### config.mk
export PLATFORM = sky130hd
export DESIGN_NAME = round_robin_turn_credit_scheduler_core
export DESIGN_NICKNAME = d
export VERILOG_FILES = /design/src/hdl/rrtc_pkg.sv /design/src/hdl/rrtc_cell.sv /design/src/hdl/round_robin_turn_credit_scheduler_core.sv
export SDC_FILE = /design/constraint.sdc
export NUM_CORES = 1
export LEC_CHECK = 0
export BUFFER_PORTS_ARGS = -buffer_cell sky130_fd_sc_hd__buf_2
export CAP_MARGIN = 10
export CORE_MARGIN = 10
export CORE_UTILIZATION = 60
export CTS_CLUSTER_SIZE = 12
export DETAILED_ROUTE_END_ITERATION = 10
export PLACE_DENSITY = 0.9
export SLEW_MARGIN = 20
export SYNTH_ARGS = -nofsm -noshare
export SYNTH_HDL_FRONTEND = slang
export SYNTH_SLANG_ARGS = --single-unit
### constraint.sdc
create_clock -name i_clk -period 4.4 [get_ports i_clk]
set_input_delay 1.32 -clock i_clk [delete_from_list [all_inputs] [get_ports i_clk]]
set_output_delay 1.32 -clock i_clk [all_outputs]
set_load 0.005 [all_outputs]
### src/hdl/rrtc_pkg.sv
package rrtc_pkg;

    localparam int MAX_MEMBERS = 8;
    localparam int SLOT_W      = $clog2(MAX_MEMBERS);
    localparam int CNT_W       = $clog2(MAX_MEMBERS + 1);
    localparam int ID_W        = 8;
    localparam int CRED_W      = 15;
    localparam int PTS_W       = 16;
    localparam int ACT_W       = 3;
    localparam int STAT_W      = 3;
    localparam int IDX_W       = 3;
    localparam int POS_W       = 3;
    localparam int CNTO_W      = 4;

    localparam logic [CRED_W-1:0] CREDITS_RESET = CRED_W'(4);

    localparam logic [ACT_W-1:0] ACT_ADD    = 3'd0;
    localparam logic [ACT_W-1:0] ACT_REMOVE = 3'd1;
    localparam logic [ACT_W-1:0] ACT_CHECK  = 3'd2;
    localparam logic [ACT_W-1:0] ACT_SPEND  = 3'd3;
    localparam logic [ACT_W-1:0] ACT_END    = 3'd4;
    localparam logic [ACT_W-1:0] ACT_READ   = 3'd5;

    localparam logic [STAT_W-1:0] STS_OK         = 3'd0;
    localparam logic [STAT_W-1:0] STS_NO_MEMBER  = 3'd1;
    localparam logic [STAT_W-1:0] STS_NOT_MEMBER = 3'd2;
    localparam logic [STAT_W-1:0] STS_NOT_HOLDER = 3'd3;
    localparam logic [STAT_W-1:0] STS_FULL       = 3'd4;
    localparam logic [STAT_W-1:0] STS_SHORT      = 3'd5;
    localparam logic [STAT_W-1:0] STS_BAD_COST   = 3'd6;

    typedef struct packed {
        logic load;
        logic shift;
    } t_cell_ctl;

endpackage

### src/hdl/rrtc_cell.sv
module rrtc_cell
    import rrtc_pkg::*;
(
    input  logic            i_clk,
    input  logic            i_rst_n,
    input  t_cell_ctl       i_ctl,
    input  logic [ID_W-1:0] i_load_id,
    input  logic [ID_W-1:0] i_next_id,
    input  logic [ID_W-1:0] i_key,
    output logic [ID_W-1:0] o_id,
    output logic            o_match
);

    logic [ID_W-1:0] r_id;
    logic [ID_W-1:0] n_id;

    always_comb begin
        n_id = r_id;
        if (i_ctl.load) begin
            n_id = i_load_id;
        end else if (i_ctl.shift) begin
            n_id = i_next_id;
        end
    end

    always_ff @(posedge i_clk) begin
        if (!i_rst_n) begin
            r_id <= '0;
        end else begin
            r_id <= n_id;
        end
    end

    assign o_id    = r_id;
    assign o_match = (r_id == i_key) && (i_key != '0);

endmodule

### src/hdl/round_robin_turn_credit_scheduler_core.sv
// Channel   Direction  Handshake                  Beat
// input     in         i_in_valid / o_in_ready    action, user_id, points, slot_index
// output    out        o_out_valid / i_out_ready  status, slot_user, holder_user,
//                                                 credits_left, member_count, holder_position
// config    in         i_cfg_we                   credits_per_turn
//
// Each beat passes in turn through capture, decide, apply, and result register load.
// The member table is a chain of eight cells that match in parallel and compact by
// shifting toward slot zero. The next beat is accepted once the result register has
// been loaded. A stalled output holds the block in its last step.
// Synchronous active-low reset clears table, counters and credits and sets the default budget.
module round_robin_turn_credit_scheduler_core
    import rrtc_pkg::*;
(
    input  logic              i_clk,
    input  logic              i_rst_n,
    input  logic              i_in_valid,
    output logic              o_in_ready,
    input  logic [ACT_W-1:0]  i_action,
    input  logic [ID_W-1:0]   i_user_id,
    input  logic [PTS_W-1:0]  i_points,
    input  logic [IDX_W-1:0]  i_slot_index,
    output logic              o_out_valid,
    input  logic              i_out_ready,
    output logic [STAT_W-1:0] o_status,
    output logic [ID_W-1:0]   o_slot_user,
    output logic [ID_W-1:0]   o_holder_user,
    output logic [CRED_W-1:0] o_credits_left,
    output logic [CNTO_W-1:0] o_member_count,
    output logic [POS_W-1:0]  o_holder_position,
    input  logic              i_cfg_we,
    input  logic [CRED_W-1:0] i_cfg_data
);

    localparam logic [1:0] S_IDLE   = 2'd0;
    localparam logic [1:0] S_DECIDE = 2'd1;
    localparam logic [1:0] S_APPLY  = 2'd2;
    localparam logic [1:0] S_FINISH = 2'd3;

    logic [1:0]        r_state;
    logic [1:0]        n_state;
    logic [ACT_W-1:0]  r_action;
    logic [ID_W-1:0]   r_user;
    logic [PTS_W-1:0]  r_points;
    logic [IDX_W-1:0]  r_slot_idx;
    logic [CRED_W-1:0] r_cpt;
    logic [CNT_W-1:0]  r_total;
    logic [CNT_W-1:0]  n_total;
    logic [SLOT_W-1:0] r_cur;
    logic [SLOT_W-1:0] n_cur;
    logic [CRED_W-1:0] r_credit;
    logic [CRED_W-1:0] n_credit;
    logic [STAT_W-1:0] r_status;
    logic [STAT_W-1:0] n_status;
    logic              r_do;
    logic              n_do;
    logic [SLOT_W-1:0] r_pos;
    logic [SLOT_W-1:0] w_pos;

    logic              r_out_valid;
    logic [STAT_W-1:0] r_out_status;
    logic [ID_W-1:0]   r_out_slot_user;
    logic [ID_W-1:0]   r_out_holder;
    logic [CRED_W-1:0] r_out_credits;
    logic [CNTO_W-1:0] r_out_count;
    logic [POS_W-1:0]  r_out_pos;

    logic [ID_W-1:0]   w_cell_id [MAX_MEMBERS];
    logic [MAX_MEMBERS-1:0] w_match;
    t_cell_ctl         w_ctl [MAX_MEMBERS];
    logic              w_found;
    logic [ID_W-1:0]   w_holder;
    logic [STAT_W-1:0] w_gate;
    logic [STAT_W-1:0] w_spend_gate;
    logic              w_apply_add;
    logic              w_apply_rem;
    logic [CNT_W-1:0]  w_total_dec;
    logic [CNT_W-1:0]  w_cur_inc;
    logic              w_out_load;

    genvar gi;
    generate
        for (gi = 0; gi < MAX_MEMBERS; gi++) begin : g_cell
            assign w_ctl[gi].load  = w_apply_add && (r_total == CNT_W'(gi));
            assign w_ctl[gi].shift = w_apply_rem && (SLOT_W'(gi) >= r_pos);
            if (gi == MAX_MEMBERS - 1) begin : g_last
                rrtc_cell u_cell (
                    .i_clk     (i_clk),
                    .i_rst_n   (i_rst_n),
                    .i_ctl     (w_ctl[gi]),
                    .i_load_id (r_user),
                    .i_next_id ({ID_W{1'b0}}),
                    .i_key     (r_user),
                    .o_id      (w_cell_id[gi]),
                    .o_match   (w_match[gi])
                );
            end else begin : g_mid
                rrtc_cell u_cell (
                    .i_clk     (i_clk),
                    .i_rst_n   (i_rst_n),
                    .i_ctl     (w_ctl[gi]),
                    .i_load_id (r_user),
                    .i_next_id (w_cell_id[gi+1]),
                    .i_key     (r_user),
                    .o_id      (w_cell_id[gi]),
                    .o_match   (w_match[gi])
                );
            end
        end
    endgenerate

    always_comb begin
        w_pos = '0;
        for (int i = 0; i < MAX_MEMBERS; i++) begin
            if (w_match[i]) begin
                w_pos = w_pos | SLOT_W'(i);
            end
        end
    end

    assign w_found  = |w_match;
    assign w_holder = w_cell_id[r_cur];

    always_comb begin
        if (r_user == '0) begin
            w_gate = STS_NO_MEMBER;
        end else if (!w_found) begin
            w_gate = STS_NOT_MEMBER;
        end else if (w_holder != r_user) begin
            w_gate = STS_NOT_HOLDER;
        end else begin
            w_gate = STS_OK;
        end
    end

    always_comb begin
        if (w_gate != STS_OK) begin
            w_spend_gate = w_gate;
        end else if (r_points[PTS_W-1]) begin
            w_spend_gate = STS_BAD_COST;
        end else if (r_points[CRED_W-1:0] > r_credit) begin
            w_spend_gate = STS_SHORT;
        end else begin
            w_spend_gate = STS_OK;
        end
    end

    always_comb begin
        n_status = STS_OK;
        n_do     = 1'b0;
        unique case (r_action)
            ACT_ADD: begin
                if (r_user == '0) begin
                    n_status = STS_NO_MEMBER;
                end else if (w_found) begin
                    n_status = STS_OK;
                end else if (r_total >= CNT_W'(MAX_MEMBERS)) begin
                    n_status = STS_FULL;
                end else begin
                    n_do = 1'b1;
                end
            end
            ACT_REMOVE: begin
                if (r_user == '0) begin
                    n_status = STS_NO_MEMBER;
                end else if (!w_found) begin
                    n_status = STS_NOT_MEMBER;
                end else begin
                    n_do = 1'b1;
                end
            end
            ACT_CHECK: begin
                n_status = w_spend_gate;
            end
            ACT_SPEND: begin
                n_status = w_spend_gate;
                n_do     = (w_spend_gate == STS_OK);
            end
            ACT_END: begin
                n_status = w_gate;
                n_do     = (w_gate == STS_OK);
            end
            default: begin
                n_status = STS_OK;
            end
        endcase
    end

    assign w_apply_add = (r_state == S_APPLY) && r_do && (r_action == ACT_ADD);
    assign w_apply_rem = (r_state == S_APPLY) && r_do && (r_action == ACT_REMOVE);
    assign w_total_dec = r_total - CNT_W'(1);
    assign w_cur_inc   = {1'b0, r_cur} + CNT_W'(1);

    always_comb begin
        n_total  = r_total;
        n_cur    = r_cur;
        n_credit = r_credit;
        if ((r_state == S_APPLY) && r_do) begin
            unique case (r_action)
                ACT_ADD: begin
                    n_total = r_total + CNT_W'(1);
                    if (r_total == '0) begin
                        n_cur    = '0;
                        n_credit = r_cpt;
                    end
                end
                ACT_REMOVE: begin
                    n_total = w_total_dec;
                    if (w_total_dec == '0) begin
                        n_cur    = '0;
                        n_credit = '0;
                    end else if (r_pos < r_cur) begin
                        n_cur = r_cur - SLOT_W'(1);
                    end else if (r_pos == r_cur) begin
                        if ({1'b0, r_cur} >= w_total_dec) begin
                            n_cur = '0;
                        end
                        n_credit = r_cpt;
                    end
                end
                ACT_SPEND: begin
                    n_credit = r_credit - r_points[CRED_W-1:0];
                end
                ACT_END: begin
                    n_cur    = (w_cur_inc == r_total) ? '0 : w_cur_inc[SLOT_W-1:0];
                    n_credit = r_cpt;
                end
                default: begin
                end
            endcase
        end
    end

    assign w_out_load = (r_state == S_FINISH) && (!r_out_valid || i_out_ready);

    always_comb begin
        n_state = r_state;
        unique case (r_state)
            S_IDLE:   if (i_in_valid) n_state = S_DECIDE;
            S_DECIDE: n_state = S_APPLY;
            S_APPLY:  n_state = S_FINISH;
            S_FINISH: if (w_out_load) n_state = S_IDLE;
            default:  n_state = S_IDLE;
        endcase
    end

    always_ff @(posedge i_clk) begin
        if (!i_rst_n) begin
            r_state     <= S_IDLE;
            r_cpt       <= CREDITS_RESET;
            r_total     <= '0;
            r_cur       <= '0;
            r_credit    <= '0;
            r_do        <= 1'b0;
            r_out_valid <= 1'b0;
        end else begin
            r_state  <= n_state;
            r_total  <= n_total;
            r_cur    <= n_cur;
            r_credit <= n_credit;
            if (i_cfg_we) begin
                r_cpt <= i_cfg_data;
            end
            if (r_state == S_DECIDE) begin
                r_do <= n_do;
            end
            if (w_out_load) begin
                r_out_valid <= 1'b1;
            end else if (i_out_ready) begin
                r_out_valid <= 1'b0;
            end
        end
    end

    always_ff @(posedge i_clk) begin
        if ((r_state == S_IDLE) && i_in_valid) begin
            r_action   <= i_action;
            r_user     <= i_user_id;
            r_points   <= i_points;
            r_slot_idx <= i_slot_index;
        end
        if (r_state == S_DECIDE) begin
            r_status <= n_status;
            r_pos    <= w_pos;
        end
        if (w_out_load) begin
            r_out_status    <= r_status;
            r_out_slot_user <= w_cell_id[r_slot_idx];
            r_out_holder    <= w_holder;
            r_out_credits   <= r_credit;
            r_out_count     <= CNTO_W'(r_total);
            r_out_pos       <= POS_W'(r_cur);
        end
    end

    assign o_in_ready        = (r_state == S_IDLE);
    assign o_out_valid       = r_out_valid;
    assign o_status          = r_out_status;
    assign o_slot_user       = r_out_slot_user;
    assign o_holder_user     = r_out_holder;
    assign o_credits_left    = r_out_credits;
    assign o_member_count    = r_out_count;
    assign o_holder_position = r_out_pos;

endmodule

### Word-level counts from Yosys, hierarchy flattened

Cells that the tools add are included.

| storage, ports and cells | value |
|---|---|
| memories | 0 |
| logic and storage cells | 205 |
| memory bits (read-only) | 0 |
| latch bits | 0 |
| flip-flop bits (word level) | 182 |
| input port bits | 50 |
| output and inout bits | 43 |
| memory bits (writable) | 0 |

| cells by class | value |
|---|---|
| shift operators | 0 |
| multiply operators | 0 |
| bitwise operators | 2 |
| divide/modulo/power cells | 0 |
| $lt $le $gt $ge | 14 |
| reductions and logical operators | 60 |
| $add $sub $neg | 5 |
| mux-type cells | 63 |
| equality and inequality tests | 32 |

Operators by type and width:

| kind | number |
|---|---|
| 8-bit two-way mux | 20 |
| 8-bit == test | 8 |
| 15-bit two-way mux | 4 |
| 15-bit case mux with 4 select lines | 1 |
| 8-bit binary-select mux with 3-bit select | 2 |
| 3-bit two-way mux | 14 |
| 1-bit logical AND | 29 |
| 2-bit nonzero test | 10 |
| 2-bit two-way mux | 9 |
| 4-bit by 3-bit == test with 1-bit output, second input constant | 4 |
| 15-bit greater-than comparator | 1 |
| 15-bit subtractor | 1 |
| 3-bit greater-or-equal comparator, first input constant | 4 |
| 4-bit greater-or-equal comparator, second input constant | 3 |
| 3-bit case mux with 4 select lines | 1 |
| 5-bit AND reduction | 2 |
| 3-bit logical NOT | 3 |
| 3-bit case mux with 3 select lines | 1 |
| 4-bit by 2-bit == test with 1-bit output, second input constant | 2 |
| 4-bit logical NOT | 2 |
| 8-bit logical NOT | 1 |
| 1-bit two-way mux | 8 |
| 4-bit by 1-bit inequality test with 1-bit output, second input constant | 2 |
| 8-bit inequality test | 1 |
| 33 further kinds | 43 |

### Depth between registers and ports, before layout

| depth | value |
|---|---|
| word-level depth | 12 |
| mapped depth | 13 |
| mapped depth without buffers | 12 |

### By module

Synthesis repeated with hierarchy kept, for this count alone.

| second synthesis, totals | value |
|---|---|
| cell total of the unflattened synthesis | 1022 |
| area, all modules | 10483.8 µm² |

By module, submodules not included:

| module | cells each | instances | seq. area each (µm²) | area each (µm²) |
|---|---|---|---|---|
| round_robin_turn_credit_scheduler_core | 582 | 1 | 3133.0 | 6620.1 |
| rrtc_cell | 55 | 8 | 160.2 | 483.0 |

### Worst setup path before layout

No wires, ideal clock.

| timing | value |
|---|---|
| path kind | input -> register |
| start | input port i_out_ready |
| end | register r_out_credits[0], in the netlist o_credits_left[0], enable pin |
| required time | 3956 ps |
| arrival | 3216 ps |
| library setup time | 444 ps |
| stages on the path | 2 |
| path slack | 740 ps |
| buffers on the path | 0 |
| path through | nor2b_1 nor2b_1 |

| on the way | value |
|---|---|
| cells in the longest elaborated chain, start to end | 2 |

Ends and longest elaborated chain:

| item | line | source |
|---|---|---|
| start: declaration | round_robin_turn_credit_scheduler_core.sv:24 | `input logic i_out_ready,` |
| 1-bit logical OR | round_robin_turn_credit_scheduler_core.sv:234 | `assign w_out_load = (r_state == S_FINISH) && (!r_out_valid \|\| i_out_ready);` |
| 1-bit logical AND | round_robin_turn_credit_scheduler_core.sv:234 |  |
| net w_out_load | round_robin_turn_credit_scheduler_core.sv:79 | `logic w_out_load;` |
| end signal: assignment | round_robin_turn_credit_scheduler_core.sv:290 | `r_out_credits <= r_credit;` |
| end: declaration | round_robin_turn_credit_scheduler_core.sv:64 | `logic [CRED_W-1:0] r_out_credits;` |

The timed path passes the listed nets, and every way through them passes these cells.
A chain may end at the register's enable or synchronous reset.

### Final worst setup path

| timing | value |
|---|---|
| start | register r_cur[1] |
| end | register r_status[0], data pin |

| on the way | value |
|---|---|
| cells in the longest elaborated chain, start to end | 11 |

Ends and longest elaborated chain:

| item | line | source |
|---|---|---|
| start: declaration | round_robin_turn_credit_scheduler_core.sv:49 | `logic [SLOT_W-1:0] r_cur;` |
| start signal: assignment | round_robin_turn_credit_scheduler_core.sv:259 | `r_cur <= n_cur;` |
| 3-bit inverter with 4-bit output (not written as such) * | round_robin_turn_credit_scheduler_core.sv:122 | `assign w_holder = w_cell_id[r_cur];` |
| 8-bit binary-select mux with 3-bit select * | round_robin_turn_credit_scheduler_core.sv:122 |  |
| 8-bit two-way mux (not written as such) * (2 in series) | round_robin_turn_credit_scheduler_core.sv:122 |  |
| 8-bit inequality test * | round_robin_turn_credit_scheduler_core.sv:129 | `end else if (w_holder != r_user) begin` |
| 2-bit two-way mux * | round_robin_turn_credit_scheduler_core.sv:129 |  |
| 2-bit two-way mux * | round_robin_turn_credit_scheduler_core.sv:127 | `end else if (!w_found) begin` |
| 2-bit two-way mux * | round_robin_turn_credit_scheduler_core.sv:125 | `if (r_user == '0) begin` |
| 3-bit nonzero test | round_robin_turn_credit_scheduler_core.sv:137 | `if (w_gate != STS_OK) begin` |
| 3-bit two-way mux | round_robin_turn_credit_scheduler_core.sv:137 |  |
| 3-bit case mux with 4 select lines * | round_robin_turn_credit_scheduler_core.sv:151 | `unique case (r_action)` |
| net n_status[0] | round_robin_turn_credit_scheduler_core.sv:54 | `logic [STAT_W-1:0] n_status;` |
| end signal: assignment | round_robin_turn_credit_scheduler_core.sv:283 | `r_status <= n_status;` |
| end: declaration | round_robin_turn_credit_scheduler_core.sv:53 | `logic [STAT_W-1:0] r_status;` |

Mark *: on every way through the listed nets, which the timed path passes. The rest lies on a longest branch. The select of a mux whose other input is x is not followed.

==> impl_metrics.tcl <==
set metrics [dict create \
    routed_via_density 6.513 \
    r2r.worst_path.cells 9 \
    wl_um 28390 \
    post-route-period-util_pct 74.45 \
    path_buf_inv 1 \
    min_path_cells 0 \
    crit_slowest_cell "nor4b_1" \
    p_per_area_nw_per_um2 410.9 \
    min_path_type "flop to flop" \
    grt_pass1_vias 8344 \
    skew_ns 0.01501 \
    netlist.top_cell.by_area "edfxtp_1" \
    gp_congestion 1.009 \
    drv_slew 0 \
    multi_input_area_um2 5268 \
    cpPeakStageDelay_ns 0.64 \
    period_minus_slack_ns 3.276 \
    ios 93 \
    clkLatencyLatePin_ns 0.44 \
    tightest_slew_ns 1.117 \
    cts.clk_slew.worst_paths_ns 0.07 \
    syn_nets 1076 \
    clockRootBuffer "clkbuf_16" \
    synth_seq_cells 182 \
    route.detailed.drc 0 \
    syn_area_um2 10150 \
    grt_max_degree 53 \
    tns_ns 0 \
    power.leakage_uw 0.004477 \
    die-area_um2 22520 \
    initial_core_util_pct 61.21 \
    hold_end "o_status[0]$_DFFE_PP_" \
    grt-ovfl-total 0 \
    fin_area_um2 11300 \
    netlist_instances 993 \
    required_ns 4.59 \
    pwr-share-comb_pct 18.0 \
    endpoint_kind "flop" \
    p_int_uw 3146 \
    firstDrtPassIters 7 \
    status "finished clean" \
    grt_setup_unrepaired "no" \
    cts-buffers-inserted 17 \
    critPathMaxFanout 18 \
    clock_path_buffers 2 \
    design.core.area_um2 16580 \
    place_area_um2 10670 \
    regToRegStartpoint "r_cur[1]$_SDFFE_PN0P_" \
    cap_violations 0 \
    timing.rr.end "r_status[0]$_DFFE_PN_" \
    setup_violations 0 \
    async_flop_share_pct 0 \
    clock_sinks 182 \
    drive_gt1_share_pct 17.22 \
    synth-edff-count 77 \
    drtIter0Drc 997 \
    vdd_drop_max_uv 289.4 \
    rows 47 \
    antenna_found_initial 0 \
    crit_chain "buf_4 -> mux2i_1 -> a22o_1 -> o21ai_0 -> nor4b_1 -> and4_1 -> nor2_1 -> o2bb2ai_1 -> a21oi_1" \
    seqPwrFrac_pct 47.3 \
    yosysWarnings 0 \
    arrival_ns 3.47 \
    switchingPower_uw 1497 \
    cts_setup_buffers 0 \
    vias 8356 \
    hp-start "r_status[0]$_DFFE_PN_" \
    cts_tree "done" \
    final_cell_mix "nor2_1, dfxtp_1, buf_2, mux2i_1, edfxtp_1" \
    die_h_um 150.1 \
    finalHoldViolations 0 \
    ff_latch_area_um2 4415 \
    hold_buffers 0 \
    synth_area_leaders "edfxtp_1, dfxtp_1, mux2i_1, xor2_1, mux4_2" \
    worstSetupPathType "flop to flop" \
    start_kind "flop" \
    crit_family "simple AND/OR/NAND/NOR gates" \
    syn_to_final_growth_pct 11.30 \
    grt_pass1_wl_um 45270 \
    max-slew-margin-rel_pct 25.53 \
    dp_hpwl_um 19980 \
    ant_nets 0 \
    n_fill_cell 1225 \
    wl_per_cell_um 22.13 \
    fin_nets 1133 \
    rrSetupSlack_ns 1.12 \
    cts_resized 0 \
    layout_commonest_cell "nor2_1" \
    ys.flop_type "dfxtp_1" \
    syn_area_per_cell_um2 10.22 \
    clkPwrFrac_pct 34.7 \
    track_usage_pct 25.39 \
    htreeDepth 4 \
    power_uw 4642 \
    swShare_pct 32.24 \
    io_buffers 92 \
    ys_types 66 \
    antenna-diode-count 0 \
    clock.fmax_ghz 0.3053 \
    die_w_um 150.1 \
    synth.top_cell.area_share_pct 22.78 \
    synth.yosys.seq_area_share_pct 43.49 \
]
worst max path at each step:
| stage | end | slack, ns | startpoint | cells past startpoint |
|---|---|---|---|---|
| floorplan | o_credits_left[0]$_DFFE_PP_ | 0.74 | i_out_ready | 2 |
| CTS | r_status[0]$_DFFE_PN_ | 1.25 | r_cur[1]$_SDFFE_PN0P_ | 9 |
| global route | r_status[0]$_DFFE_PN_ | 0.91 | r_cur[1]$_SDFFE_PN0P_ | 9 |
| detailed placement | r_status[0]$_DFFE_PN_ | 1.35 | r_cur[1]$_SDFFE_PN0P_ | 9 |
| finish | r_status[0]$_DFFE_PN_ | 1.12 | r_cur[1]$_SDFFE_PN0P_ | 9 |
| global placement | r_status[0]$_DFFE_PN_ | 1.41 | r_cur[1]$_SDFFE_PN0P_ | 9 |
per-stage QoR:
step	std cells	utilization [%]	hold WS (ns)	worst slack, ns
global route	1283	68.13	0.4663	0.9149
CTS	1283	68.13	0.4450	1.250
finish	1283	68.13	0.4557	1.124
global placement	1251	64.37	0.4405	1.415
detailed placement	1251	64.37	0.4278	1.346
floorplan	993	-	0.4003	0.7396
worst register-to-register path: stages, from the launching register on:
cell and delay (ns):
dfxtp_2 0.63, buf_4 0.40, mux2i_1 0.13, a22o_1 0.30, o21ai_0 0.18, nor4b_1 0.64, and4_1 0.42, nor2_1 0.10
o2bb2ai_1 0.14, a21oi_1 0.09
layout make-up:
type                            count  area share, %
Tap cell                          220          2.436
Timing Repair Buffer              107          5.072
Sequential cell                   182          39.08
Inverter                           38          1.262
Multi-Input combinational cell    704          46.62
Clock buffer                       18          3.987
Clock inverter                     14          1.539
cell usage after synthesis (4+ instances only):
cell type and number:
edfxtp_1 77, clkbuf_1 36, a21oi_1 38, nor4_2 4, buf_1 5, mux4_2 20, ha_1 32, o21ai_0 27
xor2_1 69, nand3_1 32, buf_6 4, and2_1 7, a21o_1 6, a22o_1 5, nor2b_1 7, nor4_1 15
mux2_2 9, o21a_1 4, o211ai_1 4, a211oi_1 49, dfxtp_1 105, inv_1 38, nand2_1 54, a22oi_1 14
nand2b_1 4, a311oi_1 17, and3_1 6, nor2_1 111, xnor2_1 16, buf_2 16, o21ai_1 5, buf_4 8
nand4_1 4, nor3_1 12, mux2i_1 86
layer usage:
| layer | part of all wire [%] | up-vias | wire length [um] | global-route usage [%] |
|---|---|---|---|---|
| li1 | - | 3729 | - | - |
| met1 | 38 | 4023 | 10740 | 31.27 |
| met2 | 49 | 528 | 13810 | 41.41 |
| met3 | 11 | 76 | 3066 | 6.884 |
| met4 | 2.7 | 0 | 780 | 10.25 |
| met5 | 0 | - | 0 | 0 |
logic make-up after synthesis:
logic type               Yosys count  synth area share [%]
flip-flops                       182                 43.49
AO/OA/AOI/OAI                    190                 12.91
XOR/XNOR                          86                 7.494
AND/OR/NAND/NOR                  279                 13.20
multiplexers                     116                 14.03
adder cells (fa/ha/maj)           33                 4.141
buffers and inverters            107                 4.746
power groups by stage:
stage	Clock, uW	Sequential (uW)	Combinational [uW]
after floorplan	0	2050	680
after global placement	0	2210	785
after detailed placement	0	2220	813
after CTS	1620	2180	830
after global routing	1680	2210	914
final	1610	2190	837
flip-flops by register name, indices dropped and copies added, names as in the netlist, 8 cells and up:
register,cells
g_cell.g_mid.u_cell.o_id,56
r_points,16
o_credits_left,15
r_cpt,15
r_credit,15
g_cell.g_last.u_cell.o_id,8
o_holder_user,8
o_slot_user,8
r_user,8
Power figures use the tool's default switching activity.
